File: src/hdl/twpd_pkg.sv
// shared types and constants for the three-window peak detector
// no dependencies

package twpd_pkg;

  // register indexes on the configuration port
  localparam int unsigned CFG_IDX_W = 1;
  localparam logic [CFG_IDX_W-1:0] REG_WINDOW_LEN  = 1'd0;
  localparam logic [CFG_IDX_W-1:0] REG_PEAK_MARGIN = 1'd1;

  localparam int unsigned CFG_DATA_W = 15;
  localparam int unsigned WIN_W      = 7;
  localparam int unsigned MARGIN_W   = 15;
  localparam int unsigned SAMPLE_W   = 16;
  localparam int unsigned SUM_W      = 24;
  localparam int unsigned OUT_IDX_W  = 16;

  // operand width of the shared compare unit, covers sum plus margin*window
  localparam int unsigned CMP_W = 32;

  typedef struct packed {
    logic signed [CMP_W-1:0] lhs;
    logic signed [CMP_W-1:0] rhs;
    logic        [CMP_W-1:0] bias;
  } cmp_req_t;

endpackage

File: src/hdl/twpd_cmp.sv
// shared signed compare unit: lhs > rhs + bias
// depends on twpd_pkg

module twpd_cmp (
  input  twpd_pkg::cmp_req_t req_i,
  output logic               gt_o
);

  import twpd_pkg::*;

  logic signed [CMP_W:0] rhs_sum;

  always_comb begin
    rhs_sum = (CMP_W+1)'(req_i.rhs) + $signed({1'b0, req_i.bias});
    gt_o    = (CMP_W+1)'(req_i.lhs) > rhs_sum;
  end

endmodule

File: config.mk
export PLATFORM = sky130hd
export DESIGN_NAME = twpd_cmp
export DESIGN_NICKNAME = d
export VERILOG_FILES = /design/src/hdl/twpd_pkg.sv /design/src/hdl/twpd_cmp.sv
export SDC_FILE = /design/constraint.sdc
export NUM_CORES = 1
export LEC_CHECK = 0
export BUFFER_PORTS_ARGS = -buffer_cell sky130_fd_sc_hd__buf_2
export CAP_MARGIN = 20
export CORE_MARGIN = 2
export CORE_UTILIZATION = 35
export DETAILED_ROUTE_END_ITERATION = 8
export MAX_ROUTING_LAYER = met4
export PLACE_DENSITY = 0.61
export RECOVER_POWER = 50
export SLEW_MARGIN = 40
export SYNTH_ARGS = -nofsm -noshare
export SYNTH_HDL_FRONTEND = slang
export SYNTH_SLANG_ARGS = --single-unit
export TNS_END_PERCENT = 20
File: constraint.sdc
create_clock -name vclk -period 11.65
set_clock_uncertainty 0.1 [all_clocks]
set_input_delay 0.5825 -clock vclk [all_inputs]
set_output_delay 0.5825 -clock vclk [all_outputs]
set_load 0.05 [all_outputs]
==> flow_metrics.py, run 1 <==
metrics = {
    "status": {
        "status": "complete, no violations",
    },
    "timing": {
        "worstMarginPinSlew_ps": 547,
        "slew_violations": 0,
        "final.setup.worst_slack_ps": 6100,
        "fin_crit_sh": 0.476,
        "finalSetupViolCount": 0,
        "fmax_mhz": 180,
        "slew-limit-headroom": 0.626,
        "fin_crit_ps": 5550,
        "hold_violations": 0,
        "setup_tns_ps": 0,
        "rsz0062_at_grt": "no",
    },
    "flow_run": {
        "cap_violations": 0,
    },
    "floorplan": {
        "core-area_sq_mm": 0.00676,
        "die_h_um": 87.4,
        "dieArea_sq_mm": 0.00764,
        "ios": 97,
        "initial_core_util": 0.361,
        "fp-row-count": 30,
        "die_w_um": 87.4,
    },
    "layout": {
        "drive_gt1_frac": 0.241,
        "area_growth_pct": 23.2,
        "final_common_cell": "buf_2",
        "fin_nets": 579,
        "fillers": 717,
        "layout_common_cells": "97 x buf_2, 65 x ha_1, 47 x a21oi_1",
        "insertedDiodeCount": 0,
        "clock_buffers": 0,
        "seq_cell_count": 0,
        "regArea_sq_um": 0,
    },
    "placement": {
        "io_buffers": 97,
        "place_ws_ps": 6220,
        "gp_congestion": 0.890,
        "hpwl_um": 5830,
    },
    "synthesis": {
        "synthTopCellsByArea": "ha_1 33%, a21o_1 10%, a21oi_1 9.7%",
        "syn_area_sq_mm": 0.00244,
        "syn_nets": 484,
        "yosys_warnings": 0,
        "synth_cell_types": 45,
        "synth_top_area_share": 0.334,
        "ys_seq_area_frac": 0,
        "syn_avg_cell_area_sq_um": 7.57,
        "synth_cells": 322,
        "yosys.area.top_type": "ha_1",
    },
    "pwr": {
        "power.density_mw_per_mm2": 61.3,
        "leakage_uw": 0.00162,
        "vdd_drop_max_uv": 20.6,
    },
    "critical_path": {
        "start_kind": "primary input",
        "cp_slowest_cell": "fa_1",
        "crit_family": "compound AO/OA/AOI/OAI gates",
        "crit_path_max_incr_delay_ps": 410,
        "critPathKind": "in -> out",
        "cp_common_cell": "a21oi_1",
        "required_ps": 10970,
        "crit_fanout": 4,
        "crit_chain": "buf_2, ha_1, fa_1, a21o_1, a221o_1, a211oi_1, o21bai_1, a211o_1, a311o_1, a21oi_1, xor2_1, ha_1, a21o_1, a21oi_1, o21ai_0, a21oi_1, o21ai_0, a31oi_1, a31oi_1, buf_2",
        "cp.arrival_ps": 4860,
        "endpoint_kind": "output pin",
        "cp.buffers_inverters": 2,
    },
    "drt": {
        "drtAntennaViolNets": 0,
        "drt_wl_total_um": 6550,
        "avgRoutedWirePerCell_um": 13.2,
        "initialDrtViolationCount": 67,
        "viasPerCell": 5.51,
        "vias": 2728,
        "drc": 0,
        "drtPass1Iterations": 4,
    },
    "worst_hold_path": {
        "hp-class": "in -> out",
    },
    "global_route": {
        "antenna_found_initial": 0,
        "overflow": 0,
        "grt_pass1_vias": 2480,
        "grt_use_total": 0.170,
        "grt_max_degree": 9,
        "grt_pass1_wl_um": 10700,
    },
    "clock_network": {
        "holdBufCountCts": 0,
        "cts-resized-gates": 0,
        "post_cts_buffers": 0,
    },
}
synthesized netlist by cell type, types with 8 or more instances:
master	count
xnor2_1	12
nand2_1	23
a21oi_1	47
nor2_1	13
xor2_1	14
inv_1	8
a21o_1	34
nand4_1	11
ha_1	65
o21ai_0	16
power breakdown:
group | internal [uW] | leakage [uW] | switching, uW | total (uW)
Clock | 0 | 0 | 0 | 0
Sequential | 0 | 0 | 0 | 0
Combinational | 85.4 | 0.00162 | 98.7 | 184
Total | 85.4 | 0.00162 | 98.7 | 184
logic make-up after synthesis:
group                      Yosys count  share of synthesized area
adders and majority gates           66                      0.342
buffers and inverters               12                     0.0185
xor gates and xnor gates            26                     0.0935
muxes                                2                    0.00822
and+or+nand+nor                     75                      0.153
AOI/OAI and AO/OA                  141                      0.385
area by class of cell:
type | count | area, sq um | area share
multi-input cells | 310 | 2390 | 0.795
repair buffers | 97 | 485 | 0.162
well taps | 80 | 100 | 0.0333
inverters | 8 | 30.0 | 0.0100
through the flow:
| stage | utilization | instance area, sq um | hold slack, ps | std cells | total power [uW] |
|---|---|---|---|---|---|
| detailed placement | 0.445 | 3010 | 1760 | 495 | 183 |
| CTS | 0.445 | 3010 | 1760 | 495 | 185 |
| floorplan | - | 2440 | 1570 | 322 | 135 |
| global route | 0.444 | 3000 | 1830 | 495 | 209 |
| finish | 0.444 | 3000 | 1760 | 495 | 184 |
| global placement | 0.445 | 3010 | 1750 | 495 | 180 |
metal layers:
layer | up-vias | track usage | part of all wire
met1 | 1211 | 0.233 | 0.51
met5 | - | - | 0
li1 | 1439 | - | -
met4 | 0 | 0.00839 | 0.0046
met3 | 4 | 0.00284 | 0.045
met2 | 74 | 0.293 | 0.44
worst paths after layout:
kind	end	slack [ps]	depth (start not counted)	startpoint
setup / recovery	gt_o	6100	20	req_i[0]
hold / removal	gt_o	1760	6	req_i[95]
(Power assumes the default switching activity.)
==> inputs of run 2 (changes only) <==
- PLACE_DENSITY: 0.61 -> 0.63
- clock period: 11.65 -> 5 ns (I/O delays scaled with it)
==> run 2 against run 1 <==
Net effect: combinational power increased by 140%; total power up 140%; setup slack lost 5800 ps; critical path depth did not move; sequential cell count stayed put; worst hold slack worse by 640 ps; critical path type unchanged; highest routed layer is now met3.
==> flow_metrics.py, run 2 (same netlist as run 1, synthesis figures left out) <==
metrics = {
    "placement": {
        "gp_congestion": 0.893,
        "placed_cell_area_sq_mm": 0.00301,
        "io_buffers": 97,
        "hpwl_um": 5870,
    },
    "layout": {
        "layout_common_cells": "96 x buf_2, 65 x ha_1, 45 x a21oi_1",
        "design_area_sq_mm": 0.00307,
        "area_growth_pct": 25.9,
        "clock_buffers": 0,
        "fin_nets": 584,
        "final_common_cell": "buf_2",
        "insertedDiodeCount": 0,
        "regArea_sq_um": 0,
        "fillers": 710,
        "drive_gt1_frac": 0.267,
        "seq_cell_count": 0,
        "multi_input_area_sq_mm": 0.00241,
    },
    "critical_path": {
        "critPathKind": "in -> out",
        "required_ps": 4650,
        "cp.arrival_ps": 4390,
        "cp_slowest_cell": "a311o_2",
        "crit_chain": "buf_2, ha_1, fa_2, a21o_1, a221o_1, a211oi_2, o21bai_2, a211o_1, a311o_2, a21oi_2, xor2_1, ha_1, a21o_1, a21oi_1, o21ai_1, a21oi_1, o21ai_1, a31oi_1, a31oi_1, buf_4",
        "start_kind": "primary input",
        "cp.buffers_inverters": 2,
        "endpoint_kind": "output pin",
        "crit_path_start": "req_i[0]",
        "crit_fanout": 4,
        "crit_family": "compound AO/OA/AOI/OAI gates",
        "crit_path_max_incr_delay_ps": 420,
    },
    "timing": {
        "fin_crit_ps": 4740,
        "finalSetupViolCount": 0,
        "hold_violations": 0,
        "slew-limit-headroom": 0.592,
        "whs_ps": 1120,
        "worstMarginPinSlew_ps": 597,
        "fmax_mhz": 211,
        "fin_crit_sh": 0.948,
        "rsz0062_at_grt": "no",
        "slew_violations": 0,
        "setup_tns_ps": 0,
    },
    "pwr": {
        "intPower_uw": 209,
        "power.density_mw_per_mm2": 144,
        "leakage_uw": 0.00165,
        "swShare": 0.529,
        "clockPowerShare": 0,
        "switchingPower_uw": 234,
        "vdd_drop_max_uv": 49.1,
        "pwr-share-comb": 1.000,
        "pwr-share-seq": 0,
    },
    "drt": {
        "avgRoutedWirePerCell_um": 13.2,
        "viasPerCell": 5.55,
        "drtPass1Iterations": 4,
        "drtAntennaViolNets": 0,
        "vias": 2774,
        "drc": 0,
        "initialDrtViolationCount": 69,
        "drt_wl_total_um": 6610,
    },
    "floorplan": {
        "die_h_um": 87.4,
        "core-area_sq_mm": 0.00676,
        "dieArea_sq_mm": 0.00764,
        "fp-row-count": 30,
        "ios": 97,
        "die_w_um": 87.4,
        "initial_core_util": 0.361,
    },
    "global_route": {
        "antenna_found_initial": 0,
        "grt_pass1_wl_um": 11000,
        "grt_use_total": 0.175,
        "overflow": 0,
        "grt_pass1_vias": 2587,
        "grt_max_degree": 9,
    },
    "worst_hold_path": {
        "min_to": "gt_o",
        "min-delay-start": "req_i[95]",
        "whs_path_depth": 6,
        "hp-class": "in -> out",
    },
    "status": {
        "status": "complete, no violations",
    },
    "flow_run": {
        "cap_violations": 0,
    },
}
## run 2: cell count changes in the layout (fill, tap and decap cells not counted), moves of 2 or more
cell	previous run	this run
a21oi_2	0	2
o21ai_1	0	2
a21oi_1	47	45
buf_4	0	6
o21ai_0	16	14
## run 2: power groups by stage
stage / logic [uW] / registers, uW / clock network [uW]
6_report: 443 / 0 / 0
5_1_grt: 503 / 0 / 0
3_3_place_gp: 419 / 0 / 0
2_1_floorplan: 314 / 0 / 0
3_5_place_dp: 428 / 0 / 0
4_1_cts: 431 / 0 / 0
## run 2: through the flow
| stage | utilization | std cells | power [uW] | setup slack (ps) |
|---|---|---|---|---|
| after floorplan | - | 322 | 314 | 469 |
| after global placement | 0.445 | 495 | 419 | 365 |
| after detailed placement | 0.445 | 495 | 428 | 234 |
| after CTS | 0.445 | 495 | 431 | 226 |
| after global routing | 0.454 | 500 | 503 | 0.0160 |
| final | 0.454 | 500 | 443 | 259 |
## run 2: final cells by class
class	instances	share of cell area
multi-input combinational	310	0.786
timing repair buffer	102	0.171
tap	80	0.0326
inverter	8	0.00979
## run 2: timing repair
action,in CTS,in global routing
endpoints found under the setup margin,0,1
buffers inserted,0,5
resized for setup,0,10
hold buffers,0,0
## run 2: worst max path at each step
stage / end / slack (ps) / cells past startpoint
6_report: gt_o / 260 / 20
5_1_grt: gt_o / 0.02 / 20
4_1_cts: gt_o / 230 / 20
3_5_place_dp: gt_o / 230 / 20
3_3_place_gp: gt_o / 370 / 20
2_1_floorplan: gt_o / 470 / 17
## run 2: tightest hold or removal path: cells and delay by family
family                     cells  cell delay (ps)
AOI/OAI and AO/OA              2              220
adders and majority gates      1              160
buffers and inverters          2              280
and+or+nand+nor                1               50
## run 2: per-layer routing
layer,track usage,part of all wire,vias to the layer above
li1,-,-,1451
met1,0.235,0.49,1249
met2,0.309,0.47,74
met3,0.00474,0.044,0
met4,0.00420,0,0
met5,-,0,-
==> inputs of run 3 (changes only) <==
- ABC_AREA: unset -> 1
- PLACE_DENSITY: 0.63 -> 0.61
==> run 3 against run 2 <==
Net effect: synthesized cell count grew 75%; worst hold slack gained 54 ps; critical path type unchanged; global-route usage grew 3.9 points.
==> flow_metrics.py, run 3 <==
metrics = {
    "floorplan": {
        "fp-row-count": 34,
        "die_h_um": 97.2,
        "ios": 97,
        "initial_core_util": 0.356,
        "dieArea_sq_mm": 0.00945,
        "core-area_sq_mm": 0.00855,
        "die_w_um": 97.2,
    },
    "drt": {
        "drtPass1Iterations": 4,
        "drc": 0,
        "viasPerCell": 4.90,
        "initialDrtViolationCount": 178,
        "vias": 3759,
        "drt_wl_total_um": 9800,
        "avgRoutedWirePerCell_um": 12.8,
        "drtAntennaViolNets": 0,
    },
    "synthesis": {
        "ys_seq_area_frac": 0,
        "yosysMostFrequentCell": "nand2_1",
        "synth_compound_area_frac": 0.139,
        "synthTopCellsByCount": "192 x nand2_1, 77 x inv_1, 65 x ha_1",
        "yosys.area_share.xor_xnor": 0.0547,
        "syn_nets": 724,
        "synth_mux_area_frac": 0,
        "synth_top_family_by_area": "simple AND/OR/NAND/NOR gates",
        "yosys_warnings": 0,
        "synth_fa_ha_area_frac": 0.274,
        "synthTopCellsByArea": "ha_1 27%, nand2_1 24%, inv_1 9.5%",
        "synth_cells": 562,
        "synthSimpleGateAreaFrac": 0.431,
        "synth_cell_types": 21,
        "syn_area_sq_mm": 0.00304,
        "syn_avg_cell_area_sq_um": 5.41,
        "yosys.area.top_type": "ha_1",
        "synth_top_area_share": 0.267,
    },
    "layout": {
        "final_core_util": 0.428,
        "regArea_sq_um": 0,
        "insertedDiodeCount": 0,
        "clock_buffers": 0,
        "layout_common_cells": "192 x nand2_1, 96 x buf_2, 77 x inv_1",
        "fin_nets": 823,
        "seq_cell_count": 0,
        "final_common_cell": "nand2_1",
        "drive_gt1_frac": 0.188,
        "area_growth_pct": 20.4,
    },
    "global_route": {
        "grt_use_total": 0.214,
        "overflow": 0,
        "grt_pass1_vias": 3717,
        "grt_pass1_wl_um": 16700,
        "grt_max_degree": 7,
        "antenna_found_initial": 0,
    },
    "worst_hold_path": {
        "hp-class": "in -> out",
        "min-delay-start": "req_i[95]",
    },
    "timing": {
        "hold_violations": 0,
        "whs_ps": 1170,
        "fmax_mhz": 260,
        "fin_crit_ps": 3840,
        "worstMarginPinSlew_ps": 588,
        "rsz0062_at_grt": "no",
        "slew-limit-headroom": 0.610,
        "fin_crit_sh": 0.769,
        "setup_tns_ps": 0,
        "slew_violations": 0,
        "final.setup.worst_slack_ps": 1160,
        "finalSetupViolCount": 0,
    },
    "placement": {
        "gp_congestion": 0.981,
        "place_ws_ps": 1380,
        "io_buffers": 97,
        "hpwl_um": 9000,
    },
    "pwr": {
        "intPower_uw": 189,
        "pwr-share-seq": 0,
        "leakage_uw": 0.00212,
        "clockPowerShare": 0,
        "vdd_drop_max_uv": 42.0,
        "switchingPower_uw": 304,
        "pwr-share-comb": 1.000,
        "swShare": 0.617,
        "power.density_mw_per_mm2": 134,
    },
    "clock_network": {
        "post_cts_buffers": 0,
        "holdBufCountCts": 0,
        "cts-resized-gates": 0,
    },
    "critical_path": {
        "start_kind": "primary input",
        "critPathKind": "in -> out",
        "endpoint_kind": "output pin",
        "crit_path_start": "req_i[0]",
        "worstSetupEndpoint": "gt_o",
        "required_ps": 4650,
        "crit_fanout": 4,
        "cp.arrival_ps": 3490,
    },
    "flow_run": {
        "cap_violations": 0,
    },
    "status": {
        "status": "complete, no violations",
    },
}
[run 3: cell count changes after synthesis, sizes merged, moves of 5 or more]
cell / previous run / this run
nand2: 23 / 205
inv: 8 / 82
nor2: 13 / 64
a21o: 34 / 0
nand3: 3 / 19
o21ai: 16 / 30
xor2: 14 / 4
nand3b: 0 / 7
nor3: 6 / 13
nand4: 11 / 5
nor2b: 6 / 0
o21a: 6 / 0
a211oi: 5 / 0
[run 3: worst min path at each step]
stage / to / slack (ps) / cells after the start
2_1_floorplan: gt_o / 870 / 4
5_1_grt: gt_o / 1270 / 6
6_report: gt_o / 1170 / 6
3_5_place_dp: gt_o / 1090 / 6
3_3_place_gp: gt_o / 1080 / 6
4_1_cts: gt_o / 1090 / 6
[run 3: area by class of cell]
| type | count | area, sq um |
|---|---|---|
| fill | 989 | 4890 |
| multi-input combinational | 480 | 2730 |
| timing repair buffer | 97 | 484 |
| inverter | 82 | 308 |
| tap | 108 | 135 |
[run 3: logic make-up (layout without fill, tap and decap cells)]
family          after synthesis  after routing
simple gates                313            313
buf+inv                      82            179
fa+ha+maj                    66             66
compound gates               82             82
xor+xnor                     19             19
[run 3: stage by stage]
step | std cells | instance area (sq um) | total power [uW]
2_1_floorplan | 562 | 3040 | 346
3_3_place_gp | 767 | 3660 | 483
3_5_place_dp | 767 | 3660 | 491
4_1_cts | 767 | 3660 | 493
5_1_grt | 767 | 3660 | 567
6_report | 767 | 3660 | 492
[run 3: worst max-delay path: stages]
cell and delay [ps]:
buf_2 100, ha_1 240, fa_1 440, nand3_1 110, nand2_2 100, nand3_1 90
nand2_1 100, nand2_1 90, nand2_2 70, nand2_1 120, nand2_1 60, nand2_1 50
nand2_1 60, ha_1 290, nand2_1 80, nor2_1 160, nand2_1 90, nor2_1 150
nand3_1 80, nand2_1 70, nor2_1 50, nand3_1 60, nand2_1 60, inv_1 50
clkbuf_1 460
[run 3: power groups by stage]
stage                     sequential, uW  combinational (uW)  clock (uW)
after floorplan                        0                 346           0
after detailed placement               0                 491           0
after global routing                   0                 567           0
after global placement                 0                 483           0
final                                  0                 492           0
after CTS                              0                 493           0
[run 3: per-layer routing]
| layer | GRT usage | wire length [um] | up-vias |
|---|---|---|---|
| li1 | - | - | 2006 |
| met1 | 0.282 | 4670 | 1633 |
| met2 | 0.373 | 4440 | 110 |
| met3 | 0.00863 | 518 | 10 |
| met4 | 0.0282 | 172 | 0 |
| met5 | - | 0 | - |
